File: src/rtl/pwmhb_pkg.sv
// ============================================================================
// pwmhb_pkg: shared types and constants for the H-bridge PWM drive
// Beat layouts, mode and register codes, and the small helper functions used
// by the drive logic.
// ============================================================================
package pwmhb_pkg;

    localparam logic [6:0] TICKS_PER_STEP  = 7'd100;
    localparam logic [7:0] STRAIGHT_PERIOD = 8'd8;
    localparam logic [7:0] TURN_PERIOD     = 8'd255;
    localparam logic [7:0] TURN_HALF       = 8'd127;
    localparam logic [7:0] TURN_FULL       = 8'(2 * TURN_HALF);

    localparam logic [7:0] RESET_SPEED = 8'd3;

    // Bridge enable bits.
    localparam logic [4:0] BIT_M1 = 5'b00001;
    localparam logic [4:0] BIT_MP = 5'b00010;
    localparam logic [4:0] BIT_M2 = 5'b01000;
    localparam logic [4:0] BIT_MN = 5'b10000;

    // Drive modes.
    localparam logic [2:0] MODE_FWD = 3'd0;
    localparam logic [2:0] MODE_BK  = 3'd1;
    localparam logic [2:0] MODE_TL  = 3'd2;
    localparam logic [2:0] MODE_TR  = 3'd3;

    // Beat kinds.
    localparam logic KIND_TICK = 1'b0;
    localparam logic KIND_CMD  = 1'b1;

    // Configuration register indexes.
    localparam logic [1:0] CFG_WALK_ENABLE = 2'd0;
    localparam logic [1:0] CFG_WALK_SPEED  = 2'd1;

    // Reciprocal of ten for 9-bit values: (v * 205) >> 11 is exact below 1029.
    localparam logic [16:0] RECIP_TEN   = 17'd205;
    localparam int          RECIP_SHIFT = 11;

    typedef struct packed {
        logic        kind;
        logic [2:0]  mode;
        logic [7:0]  speed_right;
        logic [7:0]  speed_left;
        logic [15:0] rand_mode_value;
        logic [15:0] rand_thresh_value;
    } item_t;

    typedef struct packed {
        logic [4:0] drive_bits;
        logic       time_step;
    } result_t;

    // Pattern builder result: drive bits plus the state it rewrites.
    typedef struct packed {
        logic [4:0] drive_bits;
        logic [7:0] period;
        logic [7:0] right_speed;
        logic [7:0] left_speed;
    } pattern_t;

    // Walk sequence code to drive mode.
    function automatic logic [2:0] walk_map(input logic [1:0] code);
        logic [2:0] m;
        case (code)
            2'd0:    m = MODE_FWD;
            2'd1:    m = MODE_TL;
            2'd2:    m = MODE_BK;
            default: m = MODE_TR;
        endcase
        return m;
    endfunction

    // Next walk code: (r >> 7) mod 10, folded to zero above three.
    function automatic logic [1:0] walk_pick(input logic [15:0] r);
        logic [8:0]  v;
        logic [16:0] prod;
        logic [5:0]  q;
        logic [8:0]  qx10;
        logic [8:0]  rem;
        v    = r[15:7];
        prod = {8'd0, v} * RECIP_TEN;
        q    = prod[16:RECIP_SHIFT];
        qx10 = {3'd0, q} * 9'd10;
        rem  = v - qx10;
        return (rem <= 9'd3) ? rem[1:0] : 2'd0;
    endfunction

endpackage

File: src/rtl/pwmhb_pattern.sv
// ============================================================================
// pwmhb_pattern: H-bridge drive pattern builder
// Compares the PWM counter with the motor speeds for the current mode and
// returns the enable bits together with the period and speeds the mode forces.
// ============================================================================
module pwmhb_pattern
(
    input  logic [2:0]          mode,
    input  logic [7:0]          pwm_count,
    input  logic [7:0]          pwm_period,
    input  logic [7:0]          right_speed,
    input  logic [7:0]          left_speed,
    output pwmhb_pkg::pattern_t pattern
);
    import pwmhb_pkg::*;

    always_comb
    begin
        pattern.drive_bits  = '0;
        pattern.period      = pwm_period;
        pattern.right_speed = right_speed;
        pattern.left_speed  = left_speed;
        case (mode)
            MODE_FWD:
            begin
                pattern.period     = STRAIGHT_PERIOD;
                pattern.drive_bits = BIT_MP | BIT_MN
                                   | ((pwm_count >= right_speed) ? BIT_M2 : 5'd0)
                                   | ((pwm_count >= left_speed)  ? BIT_M1 : 5'd0);
            end
            MODE_BK:
            begin
                pattern.period     = STRAIGHT_PERIOD;
                pattern.drive_bits = ((pwm_count < right_speed) ? BIT_M2 : 5'd0)
                                   | ((pwm_count < left_speed)  ? BIT_M1 : 5'd0);
            end
            MODE_TL:
            begin
                // Forward, then one side backward, then off over one turn period.
                pattern.period     = TURN_PERIOD;
                pattern.left_speed = TURN_HALF;
                if (pwm_count >= TURN_FULL)
                    pattern.drive_bits = '0;
                else if (pwm_count >= TURN_HALF)
                    pattern.drive_bits = BIT_M1;
                else
                    pattern.drive_bits = BIT_M1 | BIT_MP | BIT_MN;
            end
            MODE_TR:
            begin
                pattern.period      = TURN_PERIOD;
                pattern.right_speed = TURN_HALF;
                if (pwm_count >= TURN_FULL)
                    pattern.drive_bits = '0;
                else if (pwm_count >= TURN_HALF)
                    pattern.drive_bits = BIT_M2;
                else
                    pattern.drive_bits = BIT_MP | BIT_MN | BIT_M2;
            end
            default:
            begin
                // Any other mode leaves the motors off and the period alone.
                pattern.drive_bits = '0;
            end
        endcase
    end

endmodule

File: src/rtl/pwm_hbridge_random_walk_drive.sv
// ============================================================================
// pwm_hbridge_random_walk_drive: two-motor H-bridge PWM drive with random walk
// Tick and command beats in, one drive pattern beat out per tick.
// ============================================================================
// The block takes one beat per clock cycle while item_stall is low and returns
// the drive pattern of a tick beat through the output stage; command beats update the mode and
// speeds and return nothing. All state is updated in the cycle a beat is
// accepted, so back-to-back ticks see each other's effect with no bubble. The
// result side has a two-entry output stage (result register plus a skid
// entry), so a tick is still taken while an earlier result waits downstream;
// item_stall rises only when both entries are full. Each tick advances a
// divider that flags time_step on the tick after it has counted to one
// hundred; on such a step, with walk_enable set, a walk counter that matches
// its random interval loads the next walk mode and sets both speeds to
// walk_speed. Forward and back use a PWM period of 8 compared against the
// two speeds; the turn modes use a period of 255 with the turning side forced
// to 127 and go forward, backward, then off. Modes four to seven drive
// nothing. Configuration writes take effect at the clock edge of cfg_we and
// must be made while the block is idle; indexes beyond the two registers are
// ignored.
module pwm_hbridge_random_walk_drive
(
    input  logic                clk,
    input  logic                rst_n,

    input  logic                cfg_we,
    input  logic [1:0]          cfg_index,
    input  logic [7:0]          cfg_data,

    input  logic                item_valid,
    output logic                item_stall,
    input  pwmhb_pkg::item_t    item,

    output logic                result_valid,
    input  logic                result_stall,
    output pwmhb_pkg::result_t  result
);
    import pwmhb_pkg::*;

    // Configuration registers.
    logic       walk_enable_reg;
    logic [7:0] walk_speed_reg;

    // Drive state.
    logic [7:0] pwm_count_reg,      pwm_count_next;
    logic [7:0] pwm_period_reg,     pwm_period_next;
    logic [2:0] drive_mode_reg,     drive_mode_next;
    logic [7:0] right_speed_reg,    right_speed_next;
    logic [7:0] left_speed_reg,     left_speed_next;
    logic [6:0] tick_divider_reg,   tick_divider_next;
    logic [7:0] walk_counter_reg,   walk_counter_next;
    logic [7:0] walk_interval_reg,  walk_interval_next;
    logic [1:0] next_walk_mode_reg, next_walk_mode_next;

    // Output stage: result register plus one skid entry.
    logic    main_valid_reg, main_valid_next;
    logic    skid_valid_reg, skid_valid_next;
    result_t main_reg,       main_next;
    result_t skid_reg,       skid_next;

    logic       accept;
    logic       is_tick;
    logic       is_cmd;
    logic       step;
    logic       walk_hit;
    logic [2:0] mode_mid;
    logic [7:0] right_mid;
    logic [7:0] left_mid;
    logic [7:0] count_inc;
    pattern_t   pattern;
    result_t    new_result;
    logic       pop;

    assign accept  = item_valid && !item_stall;
    assign is_tick = accept && (item.kind == KIND_TICK);
    assign is_cmd  = accept && (item.kind == KIND_CMD);

    // The divider rolls over on the tick that finds it at its terminal count.
    assign step     = (tick_divider_reg == TICKS_PER_STEP);
    assign walk_hit = step && walk_enable_reg && (walk_counter_reg == walk_interval_reg);

    // Mode and speeds as the pattern builder sees them, after any walk change.
    assign mode_mid  = walk_hit ? walk_map(next_walk_mode_reg) : drive_mode_reg;
    assign right_mid = walk_hit ? walk_speed_reg : right_speed_reg;
    assign left_mid  = walk_hit ? walk_speed_reg : left_speed_reg;

    pwmhb_pattern u_pattern
    (
        .mode        (mode_mid),
        .pwm_count   (pwm_count_reg),
        .pwm_period  (pwm_period_reg),
        .right_speed (right_mid),
        .left_speed  (left_mid),
        .pattern     (pattern)
    );

    assign count_inc             = pwm_count_reg + 8'd1;
    assign new_result.drive_bits = pattern.drive_bits;
    assign new_result.time_step  = step;

    always_comb
    begin
        pwm_count_next      = pwm_count_reg;
        pwm_period_next     = pwm_period_reg;
        drive_mode_next     = drive_mode_reg;
        right_speed_next    = right_speed_reg;
        left_speed_next     = left_speed_reg;
        tick_divider_next   = tick_divider_reg;
        walk_counter_next   = walk_counter_reg;
        walk_interval_next  = walk_interval_reg;
        next_walk_mode_next = next_walk_mode_reg;

        if (is_cmd)
        begin
            drive_mode_next  = item.mode;
            right_speed_next = item.speed_right;
            left_speed_next  = item.speed_left;
        end
        else if (is_tick)
        begin
            tick_divider_next = step ? 7'd1 : tick_divider_reg + 7'd1;
            if (step && walk_enable_reg)
            begin
                walk_counter_next = (walk_hit ? 8'd0 : walk_counter_reg) + 8'd1;
            end
            if (walk_hit)
            begin
                next_walk_mode_next = walk_pick(item.rand_mode_value);
                walk_interval_next  = item.rand_thresh_value[13:6] + 8'd1;
            end
            drive_mode_next  = mode_mid;
            right_speed_next = pattern.right_speed;
            left_speed_next  = pattern.left_speed;
            pwm_period_next  = pattern.period;
            // A period of zero matches only when the count wraps, so the counter then runs all 256 values.
            pwm_count_next   = (count_inc == pattern.period) ? 8'd0 : count_inc;
        end
    end

    // Output stage: the skid entry only fills while the result register is held.
    assign pop          = main_valid_reg && !result_stall;
    assign item_stall   = skid_valid_reg;
    assign result_valid = main_valid_reg;
    assign result       = main_reg;

    always_comb
    begin
        main_valid_next = main_valid_reg;
        skid_valid_next = skid_valid_reg;
        main_next       = main_reg;
        skid_next       = skid_reg;
        if (!main_valid_reg || pop)
        begin
            if (skid_valid_reg)
            begin
                main_valid_next = 1'b1;
                main_next       = skid_reg;
                skid_valid_next = 1'b0;
            end
            else
            begin
                main_valid_next = is_tick;
                main_next       = new_result;
            end
        end
        else if (is_tick)
        begin
            skid_valid_next = 1'b1;
            skid_next       = new_result;
        end
    end

    always_ff @(posedge clk or negedge rst_n)
    begin
        if (!rst_n)
        begin
            walk_enable_reg <= 1'b0;
            walk_speed_reg  <= RESET_SPEED;
        end
        else if (cfg_we)
        begin
            case (cfg_index)
                CFG_WALK_ENABLE: walk_enable_reg <= cfg_data[0];
                CFG_WALK_SPEED:  walk_speed_reg  <= cfg_data;
                default:         ;
            endcase
        end
    end

    always_ff @(posedge clk or negedge rst_n)
    begin
        if (!rst_n)
        begin
            pwm_count_reg      <= '0;
            pwm_period_reg     <= STRAIGHT_PERIOD;
            drive_mode_reg     <= MODE_FWD;
            right_speed_reg    <= RESET_SPEED;
            left_speed_reg     <= RESET_SPEED;
            tick_divider_reg   <= '0;
            walk_counter_reg   <= '0;
            walk_interval_reg  <= '0;
            next_walk_mode_reg <= '0;
            main_valid_reg     <= 1'b0;
            skid_valid_reg     <= 1'b0;
        end
        else
        begin
            pwm_count_reg      <= pwm_count_next;
            pwm_period_reg     <= pwm_period_next;
            drive_mode_reg     <= drive_mode_next;
            right_speed_reg    <= right_speed_next;
            left_speed_reg     <= left_speed_next;
            tick_divider_reg   <= tick_divider_next;
            walk_counter_reg   <= walk_counter_next;
            walk_interval_reg  <= walk_interval_next;
            next_walk_mode_reg <= next_walk_mode_next;
            main_valid_reg     <= main_valid_next;
            skid_valid_reg     <= skid_valid_next;
        end
    end

    always_ff @(posedge clk)
    begin
        main_reg <= main_next;
        skid_reg <= skid_next;
    end

    // The skid entry is only ever occupied behind a held result.
    a_skid_behind_main: assert property (@(posedge clk) disable iff (!rst_n)
        skid_valid_reg |-> main_valid_reg)
        else $error("skid entry full while result register is empty");

    // The divider never passes its terminal count.
    a_divider_range: assert property (@(posedge clk) disable iff (!rst_n)
        tick_divider_reg <= TICKS_PER_STEP)
        else $error("tick divider out of range");

    // A command beat into an empty output stage produces no result.
    a_cmd_no_result: assert property (@(posedge clk) disable iff (!rst_n)
        (is_cmd && !main_valid_reg) |=> !main_valid_reg)
        else $error("command beat produced a result");

    // A result with time_step set comes only from a tick at the divider's end.
    a_step_source: assert property (@(posedge clk) disable iff (!rst_n)
        (is_tick && !main_valid_reg && !skid_valid_reg) |=>
            (main_reg.time_step == $past(step)))
        else $error("time_step does not match the divider");

endmodule
File: config.mk
export PLATFORM = sky130hd
export DESIGN_NAME = pwm_hbridge_random_walk_drive
export DESIGN_NICKNAME = d
export VERILOG_FILES = /design/src/rtl/pwmhb_pkg.sv /design/src/rtl/pwmhb_pattern.sv /design/src/rtl/pwm_hbridge_random_walk_drive.sv
export SDC_FILE = /design/constraint.sdc
export NUM_CORES = 1
export LEC_CHECK = 0
export ABC_AREA = 1
export BUFFER_PORTS_ARGS = -buffer_cell sky130_fd_sc_hd__buf_2
export CAP_MARGIN = 20
export CORE_MARGIN = 8
export CORE_UTILIZATION = 48
export CTS_CLUSTER_SIZE = 24
export DETAILED_ROUTE_END_ITERATION = 6
export GPL_TIMING_DRIVEN = 1
export PLACE_DENSITY = 0.67
export SLEW_MARGIN = 20
export SYNTH_ARGS = -nofsm -noshare
export SYNTH_HDL_FRONTEND = slang
export SYNTH_HIERARCHICAL = 1
export SYNTH_SLANG_ARGS = --single-unit
File: constraint.sdc
create_clock -name clk -period 5.5 [get_ports clk]
set_clock_uncertainty 0.05 [all_clocks]
set_input_delay 0.825 -clock clk [delete_from_list [all_inputs] [get_ports clk]]
set_output_delay 0.825 -clock clk [all_outputs]
set_load 0.005 [all_outputs]
==> impl_metrics.tcl <==
set metrics [dict create \
    cp_num_cells 31 \
    synth_edf_count 12 \
    dp_hpwl_um 12000 \
    seq_area_frac_synth_pct 31.2 \
    postCtsHoldBufs 0 \
    grt_overflow 0 \
    grt_max_degree 46 \
    synthTopCellsByCount "302 x nand2_1, 126 x inv_1, 82 x ha_1" \
    violations "setup timing" \
    routed.top_layer "met4" \
    synth-simple-area-share_pct 29.7 \
    rows 43 \
    cts.htree.levels 3 \
    clkLatencyLatePin_ns 0.34 \
    async_reset_ff_share_pct 85.5 \
    cts.clk_slew.worst_paths_ns 0.06 \
    cp_data_arrival_time_ns 6.07 \
    synth_top_family_by_area "simple AND/OR/NAND/NOR gates" \
    clock-root-buffer "clkbuf_16" \
    fp.dieH_um 136 \
    die_w_um 136 \
    cts_tree "done" \
    yosys_most_used_dff "dfrtp_1" \
    cp_slowest_cell "fa_1" \
    synth_most_common_cell "nand2_1" \
    fin_ws_ns -0.343 \
    synth_area_per_cell_sq_um 7.68 \
    seq_area_sq_um 2150 \
    cp_num_buf_inv 5 \
    critPathMaxStageDelay_ns 0.54 \
    hp-class "flip-flop to flip-flop" \
    max_slew_margin_pct 37.2 \
    yosys.area.top_type "dfrtp_1" \
    wl_per_cell_um 12.9 \
    dr.pass1.iters 4 \
    placed_cell_area_sq_um 7760 \
    rsz0062_at_grt "true" \
    fill_cells 1227 \
    yosysWarnings 6 \
    crit_path_end "next_walk_mode_reg[0]" \
    grt_pass1_wl_um 25400 \
    final_antenna_net_count 0 \
    status "finished with violations" \
    syn_nets 1059 \
    grt_pass1_vias 5569 \
    p_leak_uw 0.00448 \
    drc 0 \
    cp_data_required_time_ns 5.73 \
    antenna_cells 0 \
    fin_crit_ns 5.84 \
    nets 1166 \
    gp_congestion 0.830 \
    clk_path_buf_depth 2 \
    synth_area_leaders "dfrtp_1 23%, nand2_1 16%, ha_1 15%" \
    post-route-util_pct 60.1 \
    die_area_sq_um 18400 \
    wl_met1_um 7220 \
    coreArea_sq_um 13900 \
    worstMarginPinSlew_ns 0.941 \
    multi_input_area_sq_um 4440 \
    endpoint_kind "flip-flop" \
    ys_ff_latch 83 \
    stdcell_count 1187 \
    yosysUniqueCellTypes 47 \
    crit_family "adder cells" \
    synthAdderAreaFrac_pct 19.3 \
    io_buffer_count 59 \
    start_util_pct 49.3 \
    max_clock_freq_mhz 171 \
    r2r_slack_ns 1.47 \
    wl_met2_um 7290 \
    rr_startpoint "tick_divider_reg[0]" \
    syn_inst 895 \
    crit_path_start_kind "input pin" \
    vdd_drop_max_mv 0.546 \
    final_cell_area_sq_um 8370 \
    cap_violations 0 \
    wl_um 15300 \
    synth_xor_area_share_pct 4.71 \
    drtIter0Drc 403 \
    drive_above_1_share_pct 23.5 \
    place_inst 1167 \
    cpMostUsedCell "nand2_1" \
    muxShareOfSynthArea_pct 1.15 \
    hold_violations 0 \
    dr_total_vias 5739 \
    ios 75 \
    setup-violations-final 2 \
    wl_met3_um 598 \
    rr_worst_depth 23 \
    antenna_found_initial 0 \
    pre_cts_slack_ns -0.846 \
    synth_top_area_share_pct 23.3 \
    cts_buffers 9 \
    crit_type "input pin to flip-flop" \
    drv_slew 0 \
    netlist_area_sq_um 6870 \
    vias_per_cell 4.83 \
    reg2reg_to "pwm_count_reg[6]" \
    power_density_nw_per_um2 541 \
    synth-compound-area-share_pct 4.66 \
    track_usage_pct 17.0 \
    worstPathMaxFanout 4 \
    syn_to_final_growth_pct 21.8 \
    crit_start "item[25]" \
    clock-sinks 83 \
    timing.final.crit_share_pct 106 \
]
==> per-stage QoR <==
stage | power, uW | setup TNS [ns] | hold slack, ns
after floorplan | 2740 | -0.397 | 0.395
after global placement | 3530 | -1.39 | 0.406
after detailed placement | 3590 | -1.67 | 0.415
after CTS | 4310 | -0.643 | 0.425
after global routing | 5000 | -1.08 | 0.443
final | 4530 | -0.669 | 0.422
==> power by group <==
| group | switching [uW] | internal [uW] | total (uW) | leakage, uW |
|---|---|---|---|---|
| logic | 1600 | 1490 | 3090 | 0.00334 |
| clock network | 253 | 354 | 607 | 0.000140 |
| registers | 90.4 | 736 | 827 | 0.00101 |
| total | 1940 | 2580 | 4530 | 0.00448 |
==> logic make-up (layout without fill, tap and decap cells) <==
group           Yosys count  in the layout
compound gates           56             56
xor+xnor                 37             37
fa+ha+maj                97             97
buf+inv                 153            265
flops                    83             83
mux                       7              7
other cells               1              1
simple gates            461            461
==> worst min path at each step <==
| stage | depth (start not counted) | from | end | slack (ns) |
|---|---|---|---|---|
| floorplan | 2 | pwm_period_reg[3] | pwm_period_reg[3] | 0.39 |
| global placement | 2 | pwm_period_reg[3] | pwm_period_reg[3] | 0.41 |
| detailed placement | 2 | pwm_period_reg[1] | pwm_period_reg[1] | 0.41 |
| CTS | 2 | pwm_period_reg[3] | pwm_period_reg[3] | 0.42 |
| global route | 2 | pwm_period_reg[3] | pwm_period_reg[3] | 0.44 |
| finish | 2 | pwm_period_reg[3] | pwm_period_reg[3] | 0.42 |
==> worst register-to-register path, delay by kind of cell, from the launching register on <==
family / cells / cell delay (ns)
xor+xnor: 1 / 0.17
simple gates: 16 / 2.41
fa+ha+maj: 1 / 0.19
buf+inv: 5 / 0.74
flops: 1 / 0.36
==> what timing repair did <==
action,CTS,global route
endpoints found under the setup margin,2,2
pin swaps,36,32
gates resized for setup,21,27
buffers inserted,2,2
==> placed cells by master, fill, tap and decap left out, types with 12 or more instances in the layout <==
cell | Yosys | layout
a21oi_1 | 25 | 20
buf_2 | 4 | 54
buf_4 | 4 | 56
dfrtp_1 | 64 | 64
edfxtp_1 | 12 | 12
fa_1 | 15 | 14
ha_1 | 82 | 63
ha_4 | 0 | 18
inv_1 | 126 | 119
inv_2 | 6 | 13
nand2_1 | 302 | 295
nand2_2 | 11 | 17
nand3_1 | 51 | 51
nor2_1 | 47 | 43
o21ai_0 | 14 | 14
xor2_1 | 27 | 23
==> cell type report <==
class	instances	area share (%)
clock buffers	9	2.69
clock inverters	7	0.897
inverters	135	6.11
multi-input cells	659	53.0
flip-flops and latches	83	25.6
well taps	180	2.69
repair buffers	114	8.94
==> metal layers <==
metal,GRT usage [%],vias up
met2,27.9,78
li1,-,3030
met5,0,-
met3,3.41,14
met1,22.5,2617
met4,4.07,0
Power figures use the tool's default switching activity.
